`config.mk`:
```
export PLATFORM = sky130hd
export DESIGN_NAME = hex_prefix_encoder_core
export DESIGN_NICKNAME = d
export VERILOG_FILES = /design/src/hdl/hpe_pkg.sv /design/src/hdl/hpe_nib_ram.sv /design/src/hdl/hex_prefix_encoder_core.sv
export SDC_FILE = /design/constraint.sdc
export NUM_CORES = 1
export LEC_CHECK = 0
export BUFFER_PORTS_ARGS = -buffer_cell sky130_fd_sc_hd__buf_2
export CAP_MARGIN = 5
export CELL_PAD_IN_SITES_DETAIL_PLACEMENT = 0
export CELL_PAD_IN_SITES_GLOBAL_PLACEMENT = 1
export CORE_MARGIN = 1.5
export CORE_UTILIZATION = 40
export DETAILED_ROUTE_END_ITERATION = 10
export GPL_ROUTABILITY_DRIVEN = 0
export MAX_ROUTING_LAYER = met4
export PLACE_DENSITY_LB_ADDON = 0.1
export SYNTH_ARGS = -nofsm -noshare
export SYNTH_HDL_FRONTEND = slang
export SYNTH_SLANG_ARGS = --single-unit
```
`constraint.sdc`:
```
create_clock -name clk -period 3.75 [get_ports clk]
set_input_delay 0.375 -clock clk [delete_from_list [all_inputs] [get_ports clk]]
set_output_delay 0.375 -clock clk [all_outputs]
set_load 0.1 [all_outputs]
```
`src/hdl/hpe_pkg.sv`:
```
// Shared definitions for the hex-prefix encoder: error codes, word kinds
// and the default path depth. No dependencies.
package hpe_pkg;

	localparam int MAX_NIBBLES_DEF = 64;

	localparam logic [1:0] ERR_NONE       = 2'd0;
	localparam logic [1:0] ERR_OVERFLOW   = 2'd1;
	localparam logic [1:0] ERR_EARLY_TERM = 2'd2;

	// What the read stage hands to the output stage.
	typedef enum logic [1:0] {
		KIND_HDR,
		KIND_PAIR,
		KIND_ERR
	} kind_t;

	typedef struct packed {
		logic       valid;
		kind_t      kind;
		logic       last;
		logic [1:0] err;
		logic       term;
		logic       odd;
	} rd_ctl_t;

endpackage

```
`src/hdl/hpe_nib_ram.sv`:
```
// Nibble buffer of the hex-prefix encoder: one write port and two read
// ports with registered read data. Depends on nothing.
module hpe_nib_ram #(
	parameter int DEPTH = 64,
	parameter int AW    = $clog2(DEPTH)
) (
	input  logic          clk,
	input  logic          we,
	input  logic [AW-1:0] waddr,
	input  logic [3:0]    wdata,
	input  logic          re,
	input  logic [AW-1:0] raddr0,
	input  logic [AW-1:0] raddr1,
	output logic [3:0]    rdata0,
	output logic [3:0]    rdata1
);

	logic [3:0] mem [DEPTH];

	always_ff @(posedge clk) begin
		if (we) begin
			mem[waddr] <= wdata;
		end
	end

	// Read data holds while no read is issued, so a stalled word keeps it.
	always_ff @(posedge clk) begin
		if (re) begin
			rdata0 <= mem[raddr0];
			rdata1 <= mem[raddr1];
		end
	end

endmodule

```
`src/hdl/hex_prefix_encoder_core.sv`:
```
// Top level of the hex-prefix (compact) encoder for trie key paths.
// Depends on hpe_pkg and hpe_nib_ram.
//
//   channel  | direction | handshake          | payload
//   ---------+-----------+--------------------+----------------------------------
//   input    | in        | in_valid/in_stall  | nibble, has_nibble, last
//   output   | out       | out_valid/out_stall| out_byte, out_last, error_code
//
// Input words are accepted while the block is loading a path. The word
// marked last starts emission, during which in_stall is high: the header and
// the packed bytes leave one per cycle while out_stall is low, n/2+1 bytes
// for n stored nibbles, or one error word. Emission rate is set by the two-port
// read of the nibble buffer feeding a one-word output register. Reset (arst_n,
// asynchronous) empties the path; the buffer itself is never cleared, since
// it is only used below the nibble count. A stall on the output holds the
// output register and then the read stage; emission resumes when the stall drops.
module hex_prefix_encoder_core #(
	parameter int MAX_NIBBLES = hpe_pkg::MAX_NIBBLES_DEF
) (
	input  logic       clk,
	input  logic       arst_n,
	input  logic       in_valid,
	output logic       in_stall,
	input  logic [4:0] nibble,
	input  logic       has_nibble,
	input  logic       last,
	output logic       out_valid,
	input  logic       out_stall,
	output logic [7:0] out_byte,
	output logic       out_last,
	output logic [1:0] error_code
);

	import hpe_pkg::*;

	localparam int AW = (MAX_NIBBLES > 1) ? $clog2(MAX_NIBBLES) : 1;
	localparam int CW = $clog2(MAX_NIBBLES + 1);
	localparam int BW = $clog2(MAX_NIBBLES / 2 + 2);

	typedef enum logic {
		ST_LOAD,
		ST_EMIT
	} state_t;

	state_t        state_q;
	logic [CW-1:0] count_q;
	logic [1:0]    err_q;
	logic          term_q;
	logic          odd_q;
	logic          hdr_pending_q;
	logic [AW-1:0] addr_q;
	logic [BW-1:0] bytes_left_q;
	rd_ctl_t       ctl_s1;
	logic          out_valid_q;
	logic [7:0]    out_byte_q;
	logic          out_last_q;
	logic [1:0]    out_err_q;

	// Load side.
	logic          in_acc;
	logic          nib_write;
	logic          nib_term;
	logic [1:0]    err_next;
	logic [CW-1:0] count_next;

	// Emission side.
	logic          out_free;
	logic          s1_adv;
	logic          issue;
	logic          issue_last;
	logic [AW-1:0] raddr0;
	logic [AW-1:0] raddr1;
	logic [3:0]    rdata0;
	logic [3:0]    rdata1;
	logic [7:0]    byte_s1;

	assign in_stall = (state_q != ST_LOAD);
	assign in_acc   = in_valid && !in_stall;

	always_comb begin
		nib_write  = 1'b0;
		nib_term   = 1'b0;
		err_next   = err_q;
		count_next = count_q;
		if (has_nibble && err_q == ERR_NONE) begin
			if (nibble[4]) begin
				if (last) begin
					nib_term = 1'b1;
				end else begin
					err_next = ERR_EARLY_TERM;
				end
			end else if (count_q < CW'(MAX_NIBBLES)) begin
				nib_write  = 1'b1;
				count_next = count_q + CW'(1);
			end else begin
				err_next = ERR_OVERFLOW;
			end
		end
	end

	// The output register frees when empty or when its word is taken; the read
	// stage moves into it then, and a new read issues only behind a moving or
	// empty read stage so that registered read data is never overwritten.
	assign out_free   = !out_valid_q || !out_stall;
	assign s1_adv     = ctl_s1.valid && out_free;
	assign issue      = (state_q == ST_EMIT) && (!ctl_s1.valid || s1_adv);
	assign issue_last = (err_q != ERR_NONE) || (bytes_left_q == BW'(1));
	assign raddr0     = hdr_pending_q ? '0 : addr_q;
	assign raddr1     = addr_q + AW'(1);

	hpe_nib_ram #(
		.DEPTH (MAX_NIBBLES),
		.AW    (AW)
	) u_ram (
		.clk    (clk),
		.we     (in_acc && nib_write),
		.waddr  (count_q[AW-1:0]),
		.wdata  (nibble[3:0]),
		.re     (issue),
		.raddr0 (raddr0),
		.raddr1 (raddr1),
		.rdata0 (rdata0),
		.rdata1 (rdata1)
	);

	always_comb begin
		case (ctl_s1.kind)
			KIND_HDR:  byte_s1 = {2'b00, ctl_s1.term, ctl_s1.odd,
				ctl_s1.odd ? rdata0 : 4'h0};
			KIND_PAIR: byte_s1 = {rdata0, rdata1};
			KIND_ERR:  byte_s1 = 8'h00;
			default:   byte_s1 = 8'h00;
		endcase
	end

	always_ff @(posedge clk or negedge arst_n) begin
		if (!arst_n) begin
			state_q       <= ST_LOAD;
			count_q       <= '0;
			err_q         <= ERR_NONE;
			term_q        <= 1'b0;
			odd_q         <= 1'b0;
			hdr_pending_q <= 1'b0;
			addr_q        <= '0;
			bytes_left_q  <= '0;
			ctl_s1        <= '0;
			out_valid_q   <= 1'b0;
		end else begin
			if (in_acc) begin
				count_q <= count_next;
				err_q   <= err_next;
				if (last) begin
					state_q       <= ST_EMIT;
					term_q        <= nib_term;
					odd_q         <= count_next[0];
					hdr_pending_q <= 1'b1;
					addr_q        <= AW'(count_next[0]);
					bytes_left_q  <= BW'(count_next >> 1) + BW'(1);
				end
			end

			if (issue) begin
				ctl_s1.valid <= 1'b1;
				ctl_s1.last  <= issue_last;
				ctl_s1.err   <= err_q;
				ctl_s1.term  <= term_q;
				ctl_s1.odd   <= odd_q;
				if (err_q != ERR_NONE) begin
					ctl_s1.kind <= KIND_ERR;
				end else if (hdr_pending_q) begin
					ctl_s1.kind <= KIND_HDR;
				end else begin
					ctl_s1.kind <= KIND_PAIR;
				end
				if (!hdr_pending_q) begin
					addr_q <= addr_q + AW'(2);
				end
				hdr_pending_q <= 1'b0;
				bytes_left_q  <= bytes_left_q - BW'(1);
				if (issue_last) begin
					state_q <= ST_LOAD;
					count_q <= '0;
					err_q   <= ERR_NONE;
				end
			end else if (s1_adv) begin
				ctl_s1.valid <= 1'b0;
			end

			if (s1_adv) begin
				out_valid_q <= 1'b1;
			end else if (!out_stall) begin
				out_valid_q <= 1'b0;
			end
		end
	end

	always_ff @(posedge clk) begin
		if (s1_adv) begin
			out_byte_q <= byte_s1;
			out_last_q <= ctl_s1.last;
			out_err_q  <= ctl_s1.err;
		end
	end

	assign out_valid  = out_valid_q;
	assign out_byte   = out_byte_q;
	assign out_last   = out_last_q;
	assign error_code = out_err_q;

	// An error word is always the only word of its path.
	a_err_is_last: assert property (@(posedge clk) disable iff (!arst_n)
		out_valid && error_code != ERR_NONE |-> out_last && out_byte == 8'h00)
		else $error("error word without out_last or with a nonzero byte");

	// The word that closes a path puts the block into emission.
	a_last_starts_emit: assert property (@(posedge clk) disable iff (!arst_n)
		in_acc && last |=> in_stall)
		else $error("input not held off after the closing word");

	// The nibble count never passes the buffer depth.
	a_count_bound: assert property (@(posedge clk) disable iff (!arst_n)
		count_q <= CW'(MAX_NIBBLES))
		else $error("nibble count beyond buffer depth");

	// A stalled read stage issues no new read over its held data.
	a_no_read_over_held: assert property (@(posedge clk) disable iff (!arst_n)
		ctl_s1.valid && !s1_adv |-> !issue)
		else $error("read issued while the read stage is held");

endmodule
```
[Yosys cells after proc, flatten, opt, wreduce, memory -nomap -nowiden]
Memories as Yosys holds them, arrays and structs flattened. A register that Yosys moved wholly into a read port is not among the register bits.
Index checks and enable logic that the tools add are counted.
Widths: inputs -> output; s select.
Cells by class
  $add $sub $neg: 5
  $lt $le $gt $ge: 1
  eq/ne operators: 3
  multiplexer cells: 43
  reduce and logical (&&, ||, !) cells: 20
Operators with widths (count)
  $mux 6: 8
  $mux 7: 6
  $mux 1: 19
  $mux 2: 8
  $pmux 8 s2: 1
  $add 6x1->6 const B: 2
  $reduce_bool 2->1: 4
  $add 7x1->7 const B: 1
  $lt 7x7->1 const B: 1
  $add 6x2->6 const B: 1
  $eq 6x1->1 const B: 1
  $sub 6x1->6 const B: 1
  $logic_and 1x1->1: 5
  $logic_not 1->1: 4
  $logic_not 2->1: 2
  $mux 4: 1
  $reduce_and 2->1: 2
  $logic_or 1x1->1: 3
  $eq 2x1->1 const B: 1
  $ne 2x1->1 const B: 1
Word-level totals
  register bits: 45
  bits in writable memories: 256
  logic and storage cells: 91
  memories kept: 1
Memory list
  u_ram.mem: words 64, width 4, read ports 2, clocked after memory_dff 2, write ports 1, RTL line hpe_nib_ram.sv:18  | logic [3:0] mem [DEPTH];

[Depth between registers and ports, before layout]
Gate-level depths: netlist of the first run.
  word-level depth: 8
  mapped depth: 9

[By module]
From an unflattened synthesis of the first run, not the netlist that was laid out.
Unflattened totals
  cell total of the unflattened synthesis: 913
  area total of the unflattened synthesis: 14893.0 sq um
By module, submodules not included
  hpe_nib_ram: times used 1, cells an instance 677, area an instance 12559.5 sq um
  hex_prefix_encoder_core: times used 1, cells an instance 236, area an instance 2333.5 sq um

[Least setup slack after synthesis of the first run]
No wires, ideal clock.
  kind: reg-to-reg
  start: register addr_q[1]
  end: register u_ram.rdata1[2], read port of u_ram.mem (data pin)
  arrival: 2.454 ns
  data required time: 3.491 ns
  setup slack: 1.037 ns
  cell stages (with the launch flop): 7
  cell sequence: dfrtp_1 -> ha_1 -> xnor2_1 -> buf_2 -> mux4_2 -> a22oi_1 -> nand2_1
Between the ends
  longest elaborated chain between the ends: 1
RTL lines
  start, declared: RTL line hex_prefix_encoder_core.sv:51  | logic [AW-1:0] addr_q;
  start signal, assigned: RTL line hex_prefix_encoder_core.sv:157  | addr_q <= AW'(count_next[0]);
  start signal, assigned: RTL line hex_prefix_encoder_core.sv:176  | addr_q <= addr_q + AW'(2);
  $add 6x1->6: RTL line hex_prefix_encoder_core.sv:109  | assign raddr1 = addr_q + AW'(1);
  end, declared: RTL line hpe_nib_ram.sv:15  | output logic [3:0] rdata1
Every way passes these cells.
A chain may end at the register's enable or synchronous reset.

[Worst setup path in the final report of the first run]
  start: register addr_q[0]
  end: register u_ram.rdata1[3], read port of u_ram.mem (data pin)
Same word-level chain as after synthesis.

==> flow_summary.toml, run 1 <==
[grt]
grtUsageMet3_pct = 4.040
grt_use_met1_pct = 34.72
grt_util_all_layers_pct = 25.03
grt_use_met2_pct = 38.04
antenna_found_initial = 0
grt_pass1_vias = 9413
grt_max_degree = 78
grt-ovfl-total = 0
grt_pass1_wl_um = 66610
top_usage_layer = "met2"

[logic_synthesis]
ys_seq_area_share_pct = 61.18
postSynthAreaPerCell_um2 = 15.01
ys_top_cells_by_area = "edfxtp_1 55%, mux4_2 16%, dfrtp_1 5.7%, nor2_1 3.0%, mux2i_1 2.2%"
synthFlopType = "edfxtp_1"
syn_nets = 1009
synth.lib_cells_used.distinct = 62
ys_ff_latch = 309
synth_top_cell_by_area = "edfxtp_1"
async_flop_share_pct = 11.00
synth_top_area_share_pct = 55.46
syn_inst = 992
synthesis.area_um2 = 14890
ys_warn_count = 0
synth_edf_count = 275

[die]
core_um2 = 36610
die_y_um = 195.9
start_util_pct = 40.67
ios = 24
dieArea_um2 = 38390
die_x_um = 195.9
floorplan.rows = 70

[final_layout]
layout_common_cells = "275 x edfxtp_1, 119 x nor2_1, 107 x mux4_2, 53 x nand2_1, 47 x buf_4"
utilization_pct = 46.23
syn_to_final_growth_pct = 13.66
postLayoutCellArea_um2 = 16920
multi_input_area_um2 = 5429
final_nets = 1052
layout_commonest_cell = "edfxtp_1"
drive_gt1_share_pct = 24.79
stdcell_count = 1529
ff_latch_area_um2 = 9116
antenna_cells = 0
n_fill_cell = 3184

[cts]
cts_resized = 0
cts_buffers = 37
insertion_delay_ns = 0.55
clock-sinks = 309
clock_path_buffers = 3
h-tree-depth = 2
cts_tree = "done"
cts_setup_buffers = 0
root_buffer = "clkbuf_16"
clkSlewWorstSetupHoldPaths_ns = 0.05

[timing]
skew_ns = 0.01463
slew_headroom_pct = 30.84
worst_slack_ns = 0.8718
grt_setup_unrepaired = "false"
tightestPinTransition_ns = 1.035
period_needed_ns = 2.878
drv_slew = 0
worst_hold_slack_ns = 0.07874
hold_viol = 0
clock.fmax_mhz = 347.4
finalSetupViolations = 0
finalSetupTns_ns = 0
post-route-period-util_pct = 76.75

[route]
wire_per_inst_um = 29.72
ant_nets = 0
vias_per_cell = 6.129
drt_wl_total_um = 45440
firstDrtPassIters = 5
vias = 9372
drt-initial-drc-count = 1008
drc = 0

[pwr]
p_int_mw = 8.895
pwr-share-comb_pct = 43.4
p_seq_share_pct = 31.1
clockPowerShare_pct = 25.5
p_per_area_nw_per_um2 = 838.2
p_total_mw = 14.18
vdd_drop_max_uv = 579.2
leakagePower_nw = 5.625
switching_share_pct = 37.29
p_sw_mw = 5.290

[place]
dpl_worst_slack_ns = 0.7888
dpl.hpwl_um = 31500
place_inst = 1463
numPortBuffers = 23
placed_area_um2 = 15700

[worst_setup_path]
startpoint_type = "flop"
arrival_ns = 3.16
crit_fanout = 9
crit_required_ns = 4.03
rr_startpoint = "addr_q[0]"
crit_start = "addr_q[0]"
worstSetupEndpointType = "flop"
crit_type = "flop to flop"

[outcome]
status = "complete, no violations"

[hold_path]
hold_path_class = "input port to flop"
min_from = "out_stall"

[flow_run]
max_cap_violations = 0
## critical path, stage by stage, from the launching register on
cell	delay, ns
dfrtp_4	0.54
ha_2	0.23
xnor2_2	0.70
buf_4	0.34
mux4_2	0.51
a22oi_1	0.22
nand2_1	0.08
## sequential cells by signal, indices dropped and copies added (netlist names), 4 cells and up
name,cells
u_ram.rdata0,4
u_ram.rdata1,4
out_byte,8
addr_q,6
bytes_left_q,6
count_q,7
ctl_s1,8
u_ram.mem,256
## path summary, 6_finish.rpt
check                                        to  slack, ns  depth (start not counted)
worst min register to register    error_code[1]       0.45                          0
worst max-delay path            u_ram.rdata1[3]       0.87                          6
min in group asynchronous       bytes_left_q[3]       0.48                          2
worst max register to register  u_ram.rdata1[3]       0.87                          6
worst min-delay path                  out_valid       0.08                          2
max in group asynchronous             addr_q[2]       2.65                          2
## cells in the mapped netlist, types with 13 or more instances
library cell / number
o221ai_1: 13
nand3_1: 19
o21ai_0: 26
nor3_1: 23
mux4_2: 107
nand2_1: 53
buf_2: 16
o22ai_1: 15
mux2i_1: 33
a21oi_1: 30
clkbuf_1: 36
nor2_1: 119
edfxtp_1: 275
dfrtp_1: 34
## cell type report
| cell class | instances | share of cell area, % |
|---|---|---|
| Multi-Input combinational cell | 601 | 32.08 |
| Inverter | 12 | 0.2662 |
| Clock buffer | 45 | 5.774 |
| Clock inverter | 20 | 1.375 |
| Tap cell | 468 | 3.460 |
| Timing Repair Buffer | 74 | 3.179 |
| Sequential cell | 309 | 53.87 |
## cell families after synthesis
kind of cell | synth area share [%]
compound gates | 7.092
xor+xnor | 1.176
fa+ha+maj | 0.5042
buf+inv | 2.513
flops | 61.18
mux | 19.24
simple gates | 8.303
## timing repair
| action | 4_1_cts | 5_1_grt |
|---|---|---|
| endpoints found under the setup margin | 0 | 0 |
| hold endpoints to repair | 34 | 0 |
| hold buffers | 1 | 0 |
## power groups by stage
stage	Sequential, mW	Combinational [mW]	Clock [mW]
finish	4.41	6.15	3.62
global route	4.45	6.54	3.81
CTS	4.41	6.15	3.69
detailed placement	4.48	6.12	0
global placement	4.48	6.15	0
floorplan	4.73	4.00	0
## per-layer routing
layer	vias to the layer above	part of all wire (%)
li1	4056	-
met1	4872	44
met2	372	46
met3	72	6.8
met4	0	2.7
met5	-	0
No activity file was read; power rests on OpenSTA's default activity.
==> run 2, diff against run 1 <==
==> constraint.sdc (replaced) <==
create_clock -name clk -period 2.8 [get_ports clk]
set_input_delay 0.28 -clock clk [delete_from_list [all_inputs] [get_ports clk]]
set_output_delay 0.28 -clock clk [all_outputs]
set_load 0.1 [all_outputs]
==> run 2 against run 1 <==
Effect of this change: utilization rose by 1.2 points; register-to-register slack lost 0.81 ns; first-iteration DRC count rose by 2.2%; critical path depth unchanged; sequential share of layout area shrank 1.3 points; clock power up 30%; clock skew down 0.0024 ns; combinational power grew 49%; die area did not move; count of clock-buffer cells in the layout is 3 lower; maximum frequency increased by 5.0%.
==> flow_summary.toml, run 2 (synthesis results as in run 1) <==
[outcome]
status = "complete, no violations"

[die]
floorplan.rows = 70
die_x_um = 195.9
start_util_pct = 40.67
dieArea_um2 = 38390
core_um2 = 36610
ios = 24
die_y_um = 195.9

[pwr]
p_per_area_nw_per_um2 = 1132
p_total_mw = 19.63
leakagePower_nw = 5.841
p_seq_share_pct = 29.4
pwr-share-comb_pct = 46.8
clockPowerShare_pct = 23.9
switching_share_pct = 37.18
p_sw_mw = 7.297
vdd_drop_max_uv = 682.4
p_int_mw = 12.33

[hold_path]
holdPathStages = 3
hold_path_class = "input port to flop"

[cts]
cts_tree = "done"
clkSlewWorstSetupHoldPaths_ns = 0.06
insertion_delay_ns = 0.55
clock_path_buffers = 3
cts_buffers = 35
h-tree-depth = 2
cts_setup_buffers = 0
root_buffer = "clkbuf_16"
clock-sinks = 309

[route]
drt_wl_total_um = 46060
ant_nets = 0
drc = 0
drt-initial-drc-count = 1030
firstDrtPassIters = 5
wire_per_inst_um = 29.53
vias_per_cell = 6.192
vias = 9659

[worst_setup_path]
crit_path_top_delay_cell = "dfrtp_4"
crit_required_ns = 3.08
crit_chain = "ha_2 > buf_12 > mux4_2 > mux4_2 > a22oi_2 > nand2_1"
crit_type = "flop to flop"
slowest_delay_ns = 0.51
crit_fanout = 32
r2r_cells = 6
startpoint_type = "flop"
cpMostUsedCell = "mux4_2"
arrival_ns = 3.02
worstSetupEndpointType = "flop"

[timing]
post-route-period-util_pct = 97.87
slew_headroom_pct = 43.00
finalSetupViolations = 0
drv_slew = 0
period_needed_ns = 2.740
grt_setup_unrepaired = "true"
skew_ns = 0.01226
hold_viol = 0
tightestPinTransition_ns = 0.8551
clock.fmax_mhz = 364.9

[final_layout]
layout_common_cells = "275 x edfxtp_1, 117 x nor2_1, 107 x mux4_2, 68 x buf_4, 53 x nand2_1"
utilization_pct = 47.38
drive_gt1_share_pct = 27.93
largest_reg_flops = 256
n_fill_cell = 3180
layout_commonest_cell = "edfxtp_1"
regMostFlops = "u_ram.mem"
final_nets = 1086
antenna_cells = 0
syn_to_final_growth_pct = 16.50

[grt]
grt_util_all_layers_pct = 25.36
antenna_found_initial = 0
grt_max_degree = 40
grt-ovfl-total = 0
grt_pass1_wl_um = 67460
grt_pass1_vias = 9618

[place]
dpl.hpwl_um = 32460
numPortBuffers = 23

[flow_run]
max_cap_violations = 0
[run 2: cell count changes in the layout (fill, tap and decap cells not counted), moves of 2 or more]
cell / delta
a22oi_1: -4
a22oi_2: +4
buf_12: +9
buf_4: +21
clkbuf_1: -4
clkbuf_8: +2
clkinv_1: -2
clkinvlp_4: +2
dlygate4sd3_1: +2
nor2_1: -2
nor2_2: +2
[run 2: final cells by class]
class                   count  area (um2)  share of cell area (%)
flip-flops and latches    309        9116                   52.56
multi-input cells         601        5461                   31.49
clock inverters            18       197.7                   1.140
repair buffers            110       974.7                   5.619
well taps                 468       585.6                   3.376
clock buffers              42       964.7                   5.562
inverters                  12       45.04                  0.2597
[run 2: worst paths after layout]
| path | startpoint | end | slack, ns |
|---|---|---|---|
| max in group asynchronous | arst_n | addr_q[0] | 1.77 |
| min reg2reg | ctl_s1[3] | error_code[1] | 0.45 |
| max | addr_q[0] | u_ram.rdata1[2] | 0.06 |
| max reg2reg | addr_q[0] | u_ram.rdata1[2] | 0.06 |
| min in group asynchronous | arst_n | out_valid | 0.41 |
| min | last | in_stall | 0.04 |
[run 2: worst max-delay path: cells and delay by family (launching register included)]
kind | cells | cell delay [ns]
and+or+nand+nor | 1 | 0.10
muxes | 2 | 0.86
AOI/OAI and AO/OA | 1 | 0.31
adders and majority gates | 1 | 0.41
buffers and inverters | 1 | 0.23
DFF | 1 | 0.51
[run 2: power groups by stage]
stage / Combinational [mW] / Clock, mW / Sequential (mW)
2_1_floorplan: 5.36 / 0 / 6.34
3_3_place_gp: 8.93 / 0 / 5.86
3_5_place_dp: 8.91 / 0 / 5.85
4_1_cts: 9.01 / 4.76 / 5.76
5_1_grt: 9.67 / 4.93 / 5.81
6_report: 9.18 / 4.69 / 5.77
[run 2: through the flow]
step | worst slack [ns] | cells | TNS [ns] | hold slack (ns) | instance area (um2)
after detailed placement | -0.1252 | 1496 | -0.1467 | 0.4296 | 16080
after global placement | -0.1425 | 1496 | -0.1877 | 0.4304 | 16080
after global routing | -0.005485 | 1560 | -0.005485 | 0.07068 | 17350
after CTS | 0.02098 | 1559 | 0 | 0.02613 | 17290
after floorplan | 0.08719 | 992 | 0 | -0.01559 | 14890
final | 0.05966 | 1560 | 0 | 0.04300 | 17350
[run 2: timing repair]
item | in CTS | in global routing
gates resized for setup | 4 | 7
hold endpoints to repair | 36 | 0
gates cloned | 0 | 1
setup endpoints to repair | 4 | 6
hold buffers | 3 | 0
pin swaps | 0 | 1
[run 2: layer usage]
layer / wire length (um) / vias up / share of wire, % / track usage, %
li1: - / 4125 / - / -
met1: 19970 / 5016 / 43 / 34.96
met2: 21300 / 430 / 46 / 38.01
met3: 3281 / 88 / 7.1 / 4.590
met4: 1515 / 0 / 3.3 / 8.803
met5: 0 / - / 0 / -
